===== src/rtl/cbth_pkg.sv =====
// Package for the chained block token hash: widths, hash constants, chain mode codes
// and the command and status types between controller and datapath.
// No dependencies.
package cbth_pkg;

    localparam int TOKEN_W = 32;
    localparam int MODE_W  = 2;
    localparam int HASH_W  = 64;
    localparam int HALF_W  = 32;
    localparam int CFG_W   = 11;

    localparam int MAX_TOKENS_DEFAULT = 1024;
    localparam logic [CFG_W-1:0] CFG_RESET = 11'd256;

    localparam logic [HASH_W-1:0] GOLDEN    = 64'h9e3779b97f4a7c15;
    localparam logic [HASH_W-1:0] MIX_A     = 64'hbf58476d1ce4e5b9;
    localparam logic [HASH_W-1:0] MIX_B     = 64'h94d049bb133111eb;
    localparam logic [HASH_W-1:0] SEED      = 64'h243f6a8885a308d3;
    localparam logic [HASH_W-1:0] LEN_BASE  = 64'h1c6e4a8dc4b3f8a1;
    localparam logic [HASH_W-1:0] NO_PREFIX = 64'hffffffffffffffff;

    localparam int SHIFT_A = 30;
    localparam int SHIFT_B = 27;
    localparam int SHIFT_F = 31;

    // Chain mode codes, read on a block's first token
    localparam logic [MODE_W-1:0] MODE_CONTINUE = 2'd0;
    localparam logic [MODE_W-1:0] MODE_SEED     = 2'd1;
    localparam logic [MODE_W-1:0] MODE_PREFIX   = 2'd2;

    // Operand pair for the shared 32x32 multiplier
    typedef enum logic [2:0] {
        MUL_LEN_LO,
        MUL_LEN_HI,
        MUL_LO_LO,
        MUL_LO_HI,
        MUL_HI_LO
    } mul_sel_t;

    // Accumulator update
    typedef enum logic [1:0] {
        ACC_HOLD,
        ACC_LOAD,
        ACC_LOAD_BASE,
        ACC_ADD_HI
    } acc_op_t;

    // Working value update
    typedef enum logic [1:0] {
        V_HOLD,
        V_MIX_FIRST,
        V_MIX_NEXT,
        V_SHIFT
    } v_op_t;

    typedef struct packed {
        logic     load;
        mul_sel_t mul_sel;
        logic     phase_b;
        acc_op_t  acc_op;
        v_op_t    v_op;
        logic     finish;
    } dp_cmd_t;

    typedef struct packed {
        logic first;
        logic last;
    } dp_status_t;

endpackage


===== src/rtl/chained_block_token_hash.sv =====
// Channel   Dir  Handshake           Contents
// s_        in   s_tvalid/s_tready   token ids, chain mode, prefix hash
// m_        out  m_tvalid/m_tready   64-bit hash of each completed block
// cfg_      in   cfg_valid/cfg_ready tokens_per_block (always ready)
//
// Each token is handled by one 32x32 multiplier that builds each 64-bit multiply
// from three partial products, two multiplies per token plus the length term at
// block start; the next token is taken only once this one is finished.
// Reset is synchronous, active low, and clears the controller, the token count,
// the chain hash (to no prefix) and the block length (256).
// A finished hash waits in the output register; the next token is taken meanwhile,
// and only a further block end stalls until that result is taken.
//
// Top level of the chained block token hash. Depends on cbth_pkg, cbth_ctrl,
// cbth_datapath and cbth_mul32.
module chained_block_token_hash import cbth_pkg::*; #(
    parameter int MAX_TOKENS_PER_BLOCK = MAX_TOKENS_DEFAULT
) (
    input  logic                       aclk,
    input  logic                       aresetn,
    input  logic                       s_tvalid,
    output logic                       s_tready,
    input  logic [TOKEN_W+HASH_W-1:0]  s_tdata,   // token [31:0], prefix_hash [95:32]
    input  logic [MODE_W-1:0]          s_tuser,   // chain_mode [1:0]
    output logic                       m_tvalid,
    input  logic                       m_tready,
    output logic [HASH_W-1:0]          m_tdata,   // block_hash [63:0]
    input  logic                       cfg_valid,
    output logic                       cfg_ready,
    input  logic [CFG_W-1:0]           cfg_data
);

    dp_cmd_t    cmd;
    dp_status_t status;

    assign cfg_ready = 1'b1;

    cbth_ctrl u_ctrl (
        .aclk     (aclk),
        .aresetn  (aresetn),
        .s_tvalid (s_tvalid),
        .s_tready (s_tready),
        .m_tvalid (m_tvalid),
        .m_tready (m_tready),
        .status   (status),
        .cmd      (cmd)
    );

    cbth_datapath #(
        .MAX_TOKENS_PER_BLOCK (MAX_TOKENS_PER_BLOCK)
    ) u_datapath (
        .aclk        (aclk),
        .aresetn     (aresetn),
        .cfg_valid   (cfg_valid),
        .cfg_data    (cfg_data),
        .cmd         (cmd),
        .status      (status),
        .token       (s_tdata[TOKEN_W-1:0]),
        .chain_mode  (s_tuser),
        .prefix_hash (s_tdata[TOKEN_W+HASH_W-1:TOKEN_W]),
        .block_hash  (m_tdata)
    );

endmodule


===== src/rtl/cbth_mul32.sv =====
// Registered 32x32 unsigned multiplier with a full 64-bit product.
// Depends on cbth_pkg for widths.
module cbth_mul32 import cbth_pkg::*; (
    input  logic                aclk,
    input  logic [HALF_W-1:0]   op_a,
    input  logic [HALF_W-1:0]   op_b,
    output logic [2*HALF_W-1:0] prod
);

    logic [2*HALF_W-1:0] prod_reg;
    logic [2*HALF_W-1:0] prod_next;

    // Full product, no truncation
    assign prod_next = {{HALF_W{1'b0}}, op_a} * {{HALF_W{1'b0}}, op_b};

    always_ff @(posedge aclk) begin
        prod_reg <= prod_next;
    end

    assign prod = prod_reg;

endmodule


===== src/rtl/cbth_datapath.sv =====
// Datapath of the chained block token hash: config register, chain state, working
// registers and the 64-bit modular multiplies built from one shared 32x32 multiplier.
// Depends on cbth_pkg and cbth_mul32.
module cbth_datapath import cbth_pkg::*; #(
    parameter int MAX_TOKENS_PER_BLOCK = MAX_TOKENS_DEFAULT
) (
    input  logic                aclk,
    input  logic                aresetn,
    input  logic                cfg_valid,
    input  logic [CFG_W-1:0]    cfg_data,
    input  dp_cmd_t             cmd,
    output dp_status_t          status,
    input  logic [TOKEN_W-1:0]  token,
    input  logic [MODE_W-1:0]   chain_mode,
    input  logic [HASH_W-1:0]   prefix_hash,
    output logic [HASH_W-1:0]   block_hash
);

    logic [CFG_W-1:0]    cfg_reg;
    logic [CFG_W-1:0]    count_reg;
    logic [CFG_W-1:0]    count_next;
    logic [HASH_W-1:0]   last_hash_reg;
    logic [HASH_W-1:0]   running_reg;
    logic [TOKEN_W-1:0]  token_reg;
    logic [HASH_W-1:0]   start_reg;
    logic [HASH_W-1:0]   start_next;
    logic [HASH_W-1:0]   v_reg;
    logic [HASH_W-1:0]   v_next;
    logic [HASH_W-1:0]   acc_reg;
    logic [HASH_W-1:0]   acc_next;
    logic [HASH_W-1:0]   out_reg;

    logic [CFG_W-1:0]    len;
    logic [CFG_W:0]      count_inc;
    logic [HASH_W-1:0]   start_sel;
    logic [HASH_W-1:0]   x_opd;
    logic [HASH_W-1:0]   mix_const;
    logic [HASH_W-1:0]   fin_hash;
    logic [HALF_W-1:0]   op_a;
    logic [HALF_W-1:0]   op_b;
    logic [2*HALF_W-1:0] prod;

    // Effective block length: zero acts as one, clamp to the maximum
    always_comb begin
        if (cfg_reg == '0) begin
            len = CFG_W'(1);
        end else if (32'(cfg_reg) > 32'(MAX_TOKENS_PER_BLOCK)) begin
            len = CFG_W'(MAX_TOKENS_PER_BLOCK);
        end else begin
            len = cfg_reg;
        end
    end

    assign count_inc    = {1'b0, count_reg} + (CFG_W+1)'(1);
    assign status.first = (count_reg == '0);
    assign status.last  = (count_inc >= {1'b0, len});
    assign count_next   = status.last ? '0 : count_inc[CFG_W-1:0];

    // Pick the block start value from the chain mode
    always_comb begin
        case (chain_mode)
            MODE_CONTINUE: start_sel = last_hash_reg;
            MODE_PREFIX:   start_sel = prefix_hash;
            default:       start_sel = NO_PREFIX;
        endcase
        start_next = (start_sel == NO_PREFIX) ? SEED : start_sel;
    end

    // Multiplier operands: first mix stage shifts here, second stage is pre-shifted
    assign x_opd     = cmd.phase_b ? v_reg : (v_reg ^ (v_reg >> SHIFT_A));
    assign mix_const = cmd.phase_b ? MIX_B : MIX_A;

    always_comb begin
        case (cmd.mul_sel)
            MUL_LEN_LO: begin
                op_a = HALF_W'(len);
                op_b = GOLDEN[HALF_W-1:0];
            end
            MUL_LEN_HI: begin
                op_a = HALF_W'(len);
                op_b = GOLDEN[HASH_W-1:HALF_W];
            end
            MUL_LO_HI: begin
                op_a = x_opd[HALF_W-1:0];
                op_b = mix_const[HASH_W-1:HALF_W];
            end
            MUL_HI_LO: begin
                op_a = x_opd[HASH_W-1:HALF_W];
                op_b = mix_const[HALF_W-1:0];
            end
            default: begin
                op_a = x_opd[HALF_W-1:0];
                op_b = mix_const[HALF_W-1:0];
            end
        endcase
    end

    cbth_mul32 u_mul (
        .aclk (aclk),
        .op_a (op_a),
        .op_b (op_b),
        .prod (prod)
    );

    // Accumulate partial products modulo 2^64
    always_comb begin
        case (cmd.acc_op)
            ACC_LOAD:      acc_next = prod;
            ACC_LOAD_BASE: acc_next = prod + LEN_BASE;
            ACC_ADD_HI:    acc_next = acc_reg + {prod[HALF_W-1:0], {HALF_W{1'b0}}};
            default:       acc_next = acc_reg;
        endcase
    end

    // Working value: fold in the token, or shift the first product
    always_comb begin
        case (cmd.v_op)
            V_MIX_FIRST: v_next = (start_reg ^ acc_reg ^ {{HALF_W{1'b0}}, token_reg}) + GOLDEN;
            V_MIX_NEXT:  v_next = (running_reg ^ {{HALF_W{1'b0}}, token_reg}) + GOLDEN;
            V_SHIFT:     v_next = acc_reg ^ (acc_reg >> SHIFT_B);
            default:     v_next = v_reg;
        endcase
    end

    assign fin_hash = acc_reg ^ (acc_reg >> SHIFT_F);

    // Config and chain state
    always_ff @(posedge aclk) begin
        if (!aresetn) begin
            cfg_reg       <= CFG_RESET;
            count_reg     <= '0;
            last_hash_reg <= NO_PREFIX;
            running_reg   <= '0;
        end else begin
            if (cfg_valid) begin
                cfg_reg <= cfg_data;
            end
            if (cmd.finish) begin
                count_reg   <= count_next;
                running_reg <= fin_hash;
                if (status.last) begin
                    last_hash_reg <= fin_hash;
                end
            end
        end
    end

    // Working registers
    always_ff @(posedge aclk) begin
        if (cmd.load) begin
            token_reg <= token;
            start_reg <= start_next;
        end
        acc_reg <= acc_next;
        v_reg   <= v_next;
        if (cmd.finish && status.last) begin
            out_reg <= fin_hash;
        end
    end

    assign block_hash = out_reg;

endmodule


===== src/rtl/cbth_ctrl.sv =====
// Controller of the chained block token hash: sequences the length term and the two
// 64-bit mix multiplies, and owns the input ready and the result valid.
// Depends on cbth_pkg.
module cbth_ctrl import cbth_pkg::*; (
    input  logic       aclk,
    input  logic       aresetn,
    input  logic       s_tvalid,
    output logic       s_tready,
    output logic       m_tvalid,
    input  logic       m_tready,
    input  dp_status_t status,
    output dp_cmd_t    cmd
);

    typedef enum logic [3:0] {
        ST_IDLE,
        ST_LEN0,
        ST_LEN1,
        ST_LEN2,
        ST_MIXIN,
        ST_A0,
        ST_A1,
        ST_A2,
        ST_A3,
        ST_SHIFT,
        ST_B0,
        ST_B1,
        ST_B2,
        ST_B3,
        ST_FIN
    } state_t;

    state_t state_reg;
    state_t state_next;
    logic   out_valid_reg;
    logic   out_valid_next;
    logic   fin_go;

    // A finished block needs a free result slot
    assign fin_go = (state_reg == ST_FIN) &&
                    (!status.last || !out_valid_reg || m_tready);

    // Command decode and next state
    always_comb begin
        cmd        = '{load: 1'b0, mul_sel: MUL_LO_LO, phase_b: 1'b0,
                       acc_op: ACC_HOLD, v_op: V_HOLD, finish: 1'b0};
        state_next = state_reg;
        case (state_reg)
            ST_IDLE: begin
                cmd.load = s_tvalid;
                if (s_tvalid) begin
                    state_next = status.first ? ST_LEN0 : ST_MIXIN;
                end
            end
            ST_LEN0: begin
                cmd.mul_sel = MUL_LEN_LO;
                state_next  = ST_LEN1;
            end
            ST_LEN1: begin
                cmd.mul_sel = MUL_LEN_HI;
                cmd.acc_op  = ACC_LOAD_BASE;
                state_next  = ST_LEN2;
            end
            ST_LEN2: begin
                cmd.acc_op = ACC_ADD_HI;
                state_next = ST_MIXIN;
            end
            ST_MIXIN: begin
                cmd.v_op   = status.first ? V_MIX_FIRST : V_MIX_NEXT;
                state_next = ST_A0;
            end
            ST_A0: begin
                cmd.mul_sel = MUL_LO_LO;
                state_next  = ST_A1;
            end
            ST_A1: begin
                cmd.mul_sel = MUL_LO_HI;
                cmd.acc_op  = ACC_LOAD;
                state_next  = ST_A2;
            end
            ST_A2: begin
                cmd.mul_sel = MUL_HI_LO;
                cmd.acc_op  = ACC_ADD_HI;
                state_next  = ST_A3;
            end
            ST_A3: begin
                cmd.acc_op = ACC_ADD_HI;
                state_next = ST_SHIFT;
            end
            ST_SHIFT: begin
                cmd.v_op   = V_SHIFT;
                state_next = ST_B0;
            end
            ST_B0: begin
                cmd.mul_sel = MUL_LO_LO;
                cmd.phase_b = 1'b1;
                state_next  = ST_B1;
            end
            ST_B1: begin
                cmd.mul_sel = MUL_LO_HI;
                cmd.phase_b = 1'b1;
                cmd.acc_op  = ACC_LOAD;
                state_next  = ST_B2;
            end
            ST_B2: begin
                cmd.mul_sel = MUL_HI_LO;
                cmd.phase_b = 1'b1;
                cmd.acc_op  = ACC_ADD_HI;
                state_next  = ST_B3;
            end
            ST_B3: begin
                cmd.phase_b = 1'b1;
                cmd.acc_op  = ACC_ADD_HI;
                state_next  = ST_FIN;
            end
            ST_FIN: begin
                cmd.finish = fin_go;
                if (fin_go) begin
                    state_next = ST_IDLE;
                end
            end
            default: begin
                state_next = ST_IDLE;
            end
        endcase
    end

    // Result valid: drop on take, raise on a finished block
    assign out_valid_next = (out_valid_reg && !m_tready) || (fin_go && status.last);

    always_ff @(posedge aclk) begin
        if (!aresetn) begin
            state_reg     <= ST_IDLE;
            out_valid_reg <= 1'b0;
        end else begin
            state_reg     <= state_next;
            out_valid_reg <= out_valid_next;
        end
    end

    assign s_tready = (state_reg == ST_IDLE);
    assign m_tvalid = out_valid_reg;

endmodule


===== config.mk =====
export PLATFORM = sky130hd
export DESIGN_NAME = chained_block_token_hash
export DESIGN_NICKNAME = d
export VERILOG_FILES = /design/src/rtl/cbth_pkg.sv /design/src/rtl/chained_block_token_hash.sv /design/src/rtl/cbth_mul32.sv /design/src/rtl/cbth_datapath.sv /design/src/rtl/cbth_ctrl.sv
export SDC_FILE = /design/constraint.sdc
export NUM_CORES = 2
export LEC_CHECK = 0
export BUFFER_PORTS_ARGS = -buffer_cell sky130_fd_sc_hd__buf_2
export CAP_MARGIN = 40
export CORE_AREA = 3 3 505 357
export CTS_BUF_LIST = sky130_fd_sc_hd__clkbuf_4
export DETAILED_ROUTE_END_ITERATION = 10
export DIE_AREA = 0 0 508 360
export PLACE_DENSITY = 0.56
export SLEW_MARGIN = 20
export SYNTH_ARGS = -nofsm -noshare
export SYNTH_HDL_FRONTEND = slang
export SYNTH_HIERARCHICAL = 1
export SYNTH_SLANG_ARGS = --single-unit

===== constraint.sdc =====
create_clock -name aclk -period 12.7 [get_ports aclk]
set_clock_uncertainty 0.05 [all_clocks]
set_input_delay 1.27 -clock aclk [delete_from_list [all_inputs] [get_ports aclk]]
set_output_delay 1.27 -clock aclk [all_outputs]
set_load 0.02 [all_outputs]

== After elaboration in Yosys (flattened, before gate mapping) ==
Cells that the tools add are included.
Storage, ports and cells
  flip-flop bits (word level): 507
  logic and storage cells: 98
  output and inout bits: 67
  input port bits: 114
Cells by class
  bitwise logic cells: 6
  equal/unequal tests: 27
  $lt $le $gt $ge: 2
  $mul: 1
  $add $sub $neg: 5
  reduce and logical (&&, ||, !) cells: 24
  mux-type cells: 21
Operators by type and width (count)
  64-bit one-hot mux with 3 select lines: 2
  64-bit adder, second input constant: 2
  64-bit one-hot mux with 2 select lines: 1
  64-bit by 32-bit XOR with 64-bit output: 2
  32-bit one-hot mux with 3 select lines: 1
  64-bit by 61-bit adder with 64-bit output, second input constant: 1
  64-bit adder: 1
  64-bit == test, second input constant: 1
  32-bit by 32-bit multiplier with 64-bit output: 1
  64-bit 2-to-1 mux: 1
  32-bit one-hot mux with 2 select lines: 1
  64-bit by 33-bit XOR with 64-bit output: 1
  64-bit by 34-bit XOR with 64-bit output: 1
  64-bit by 37-bit XOR with 64-bit output: 1
  64-bit XOR: 1
  62-bit 2-to-1 mux: 1
  4-bit one-hot mux with 15 select lines: 1
  11-bit 2-to-1 mux: 3
  4-bit == test, second input constant: 7
  11-bit zero test: 2
  4-bit by 3-bit == test with 1-bit output, second input constant: 4
  11-bit by 1-bit adder with 12-bit output, second input constant: 1
  12-bit by 11-bit >= comparator with 1-bit output: 1
  3-bit one-hot mux with 4 select lines: 1
  other kinds (27): 47

== Longest topological paths before layout ==
  depth in word-level cells: 10
  depth in mapped cells: 38
  depth with buffers taken out: 34

== Cells and area by module ==
Netlist, hierarchy kept.
Modules (own cells, without submodules)
  cbth_mul32: seq. area each 1281.2 µm², area an instance 34838.4 µm², cells an instance 3800, times used 1
  cbth_datapath: seq. area each 11651.2 µm², area an instance 26098.8 µm², cells an instance 2674, times used 1
  cbth_ctrl: seq. area each 100.1 µm², area an instance 467.9 µm², cells an instance 64, times used 1
  chained_block_token_hash: seq. area each 0.0 µm², area an instance 11.3 µm², cells an instance 2, times used 1

== Worst setup path after synthesis ==
Ideal clock, no wire load.
  path kind: register to register
  start point: register u_ctrl.state_reg[0]
  end point: register u_datapath.u_mul.prod_reg[48], in the netlist u_datapath/u_mul/prod[48]
  setup slack: 3.891 ns
  buffers on the path: 3
  cell stages (with the launch flop): 33
  library setup time: 0.128 ns
  period minus slack after synthesis: 8.809 ns
  arrival time: 8.631 ns
  required time: 12.522 ns
  path through: dfxtp_1 > clkbuf_1 > mux2i_1 > a21oi_1 > clkbuf_1 > or3_1 > inv_1 > nor2_1 > a21oi_1 > inv_1 > clkbuf_1 > and2_1 > fa_1 > fa_1 > fa_1 > inv_1 > fa_1 > inv_1 > fa_1 > inv_1 > fa_1 > inv_1 > fa_1 > fa_1 > ha_1 > nand4_1 > nor4_1 > o211ai_1 > nand3_2 > a41oi_2 > o41ai_4 > a31oi_1 > xnor2_1
RTL lines
  start: declaration: line cbth_ctrl.sv:33  | state_t state_reg;
  start signal: assignment: line cbth_ctrl.sv:136  | state_reg <= state_next;
  end signal: assignment: line cbth_mul32.sv:17  | prod_reg <= prod_next;
  end: declaration: line cbth_mul32.sv:10  | logic [2*HALF_W-1:0] prod_reg;

==> flow_summary.json <==
{
  "grt_max_degree": 173,
  "rsz0062_at_grt": "false",
  "post-cts-setup-buffer-count": 0,
  "syn_to_final_growth_pct": 9.18,
  "status": "finished clean",
  "drive_gt1_share_pct": 10.3,
  "routed_wl_mm": 207,
  "cts.sinks": 507,
  "post_cts_resized": 0,
  "min_path_type": "primary input to flip-flop",
  "async_flop_share_pct": 0,
  "routedWlPerCell_um": 22.9,
  "worstSkewPairLatency_ns": 1.08,
  "fp.dieW_um": 508,
  "period_share_pct": 88.1,
  "crit_top_cell": "fa_1",
  "portBuffers": 179,
  "synth_top_cell_by_area": "fa_1",
  "tns_ns": 0,
  "synth_edf_count": 288,
  "final.min_clock_period_ns": 11.19,
  "grt_use_total_pct": 22.6,
  "antenna_found_initial": 25,
  "cp_max_fo": 35,
  "netlist_area_mm2": 0.0614,
  "finalNetCount": 7912,
  "worstPathArrival_ns": 12.12,
  "avgViaCountPerCell": 5.25,
  "place_inst": 8804,
  "grt_pass1_wl_mm": 314,
  "maxCapViolations": 0,
  "yosysWarnings": 6,
  "cp.required_ns": 13.64,
  "synth.yosys.seq_area_share_pct": 21.2,
  "grt_pass1_vias": 47900,
  "end_kind": "flip-flop",
  "initial_core_util_pct": 34.9,
  "syn_avg_cell_area_um2": 9.39,
  "slowest_stage": "dfxtp_1",
  "drtIter0Drc": 4405,
  "fin_util_pct": 38.1,
  "slew_violations": 0,
  "slowest_delay_ns": 0.73,
  "gp_congestion": 0.932,
  "dpl.hpwl_mm": 159,
  "core_mm2": 0.176,
  "layoutNonFillerInstCount": 9058,
  "h-tree-depth": 4,
  "cts_buffers": 131,
  "cts_root_buffer": "clkbuf_4",
  "finalHoldViolations": 0,
  "drc_errors": 0,
  "worst_pin_slew_ns": 1.23,
  "rrSetupSlack_ns": 1.51,
  "start_kind": "flip-flop",
  "rows": 129,
  "dieArea_mm2": 0.183,
  "ys.flop_type": "edfxtp_1",
  "path_class": "flip-flop to flip-flop",
  "clkTransAtPathRegs_ns": 0.08,
  "synth.top_cell.area_share_pct": 29.2,
  "cts_tree": "done",
  "finalSetupViolations": 0,
  "postRouteAntennaNets": 0,
  "fmaxAchievable_ghz": 0.0894,
  "synthCells": 6540,
  "clk_path_buf_depth": 3,
  "hold_buffers": 0,
  "ioPinCount": 181,
  "synth.area.top_cells": "fa_1, edfxtp_1, dfxtp_1",
  "relSlewSlack_pct": 17.7,
  "synthTopCellsByCount": "inv_1, fa_1, nand2_1, and2_1, clkbuf_1",
  "yosysMostFrequentCell": "inv_1",
  "ys_seq_elements": 507,
  "post_synth_num_cell_types": 108,
  "dp_slack_ns": 1.56,
  "worst_slack_ns": 1.51,
  "vias": 47600,
  "die_h_um": 360,
  "drt-pass1-iter-count": 6,
  "gr-total-overflow": 0
}
-- path summary, 6_finish.rpt --
path / endpoint / depth (start not counted) / startpoint
max: u_datapath/u_mul/prod[57] / 34 / u_ctrl/state_reg[1]
min: u_datapath/token_reg[25] / 1 / s_tdata[25]
max reg2reg: u_datapath/u_mul/prod[57] / 34 / u_ctrl/state_reg[1]
min reg2reg: u_datapath/running_reg[14] / 1 / u_datapath/running_reg[14]
-- cells by family (layout without fill, tap and decap cells) --
family	count (synthesis)	in the layout	synth area share, %
other	2	19	0.0122
and+or+nand+nor	2032	2032	17.0
xor gates and xnor gates	400	400	5.72
muxes	136	136	2.32
DFF	507	507	21.2
AOI/OAI and AO/OA	894	894	9.69
buffers and inverters	1360	1503	8.45
adders and majority gates	1209	1209	35.6
-- layout by cell type, fill, tap and decap left out, types with 14 or more instances in the layout --
cell type	count
a211o_1	34
edfxtp_1	288
o21ai_0	198
o21a_1	48
mux2i_1	97
nor2_1	184
buf_2	182
nand4_1	46
nand2b_1	17
clkinv_1	26
nand3b_1	15
a21oi_1	224
o211ai_1	15
nor3b_1	14
inv_1	944
nor2b_1	122
xor2_1	165
a31oi_1	27
o211a_1	34
a22oi_1	19
a211oi_1	14
nand2_1	693
dfxtp_1	219
nor3_1	70
nor4_1	24
ha_1	312
nand3_1	119
o21bai_1	29
o21ai_2	27
and2_1	617
mux2_2	37
a21o_1	65
fa_1	897
buf_4	116
or2_2	15
clkbuf_4	195
and3_1	25
xnor2_1	234
-- through the flow --
step	hold slack, ns	area [um^2]
2_1_floorplan	0.374	61500
3_3_place_gp	0.409	64700
3_5_place_dp	0.417	65100
4_1_cts	0.248	66900
5_1_grt	0.276	67000
6_report	0.373	67100
-- cell type report --
cell class | instances | area (um^2)
clock inverter | 42 | 379
sequential | 507 | 13000
inverter | 949 | 3560
multi-input combinational | 4682 | 43500
fill | 17800 | 109000
antenna | 8 | 20.0
timing repair buffer | 318 | 2200
tap | 2358 | 2950
clock buffer | 194 | 1460
-- worst max-delay path: cells and delay by family (launching register included) --
family                   cells  cell delay (ns)
buffers and inverters        9             1.64
flip-flops                   1             0.73
AND/OR/NAND/NOR              8             2.16
adder cells (fa/ha/maj)      9             4.28
AO/OA/AOI/OAI                8             2.19
-- per-layer routing --
metal	global-route usage [%]	share of wire [%]	vias to the layer above
li1	-	-	21100
met1	35.1	48	24300
met2	31.8	41	2008
met3	5.52	9.7	183
met4	3.86	1.5	8
met5	0	0.024	-
Power is left out: the tool's default activity adds up to more than one toggle a clock period on the data nets, which glitch-free logic cannot reach.
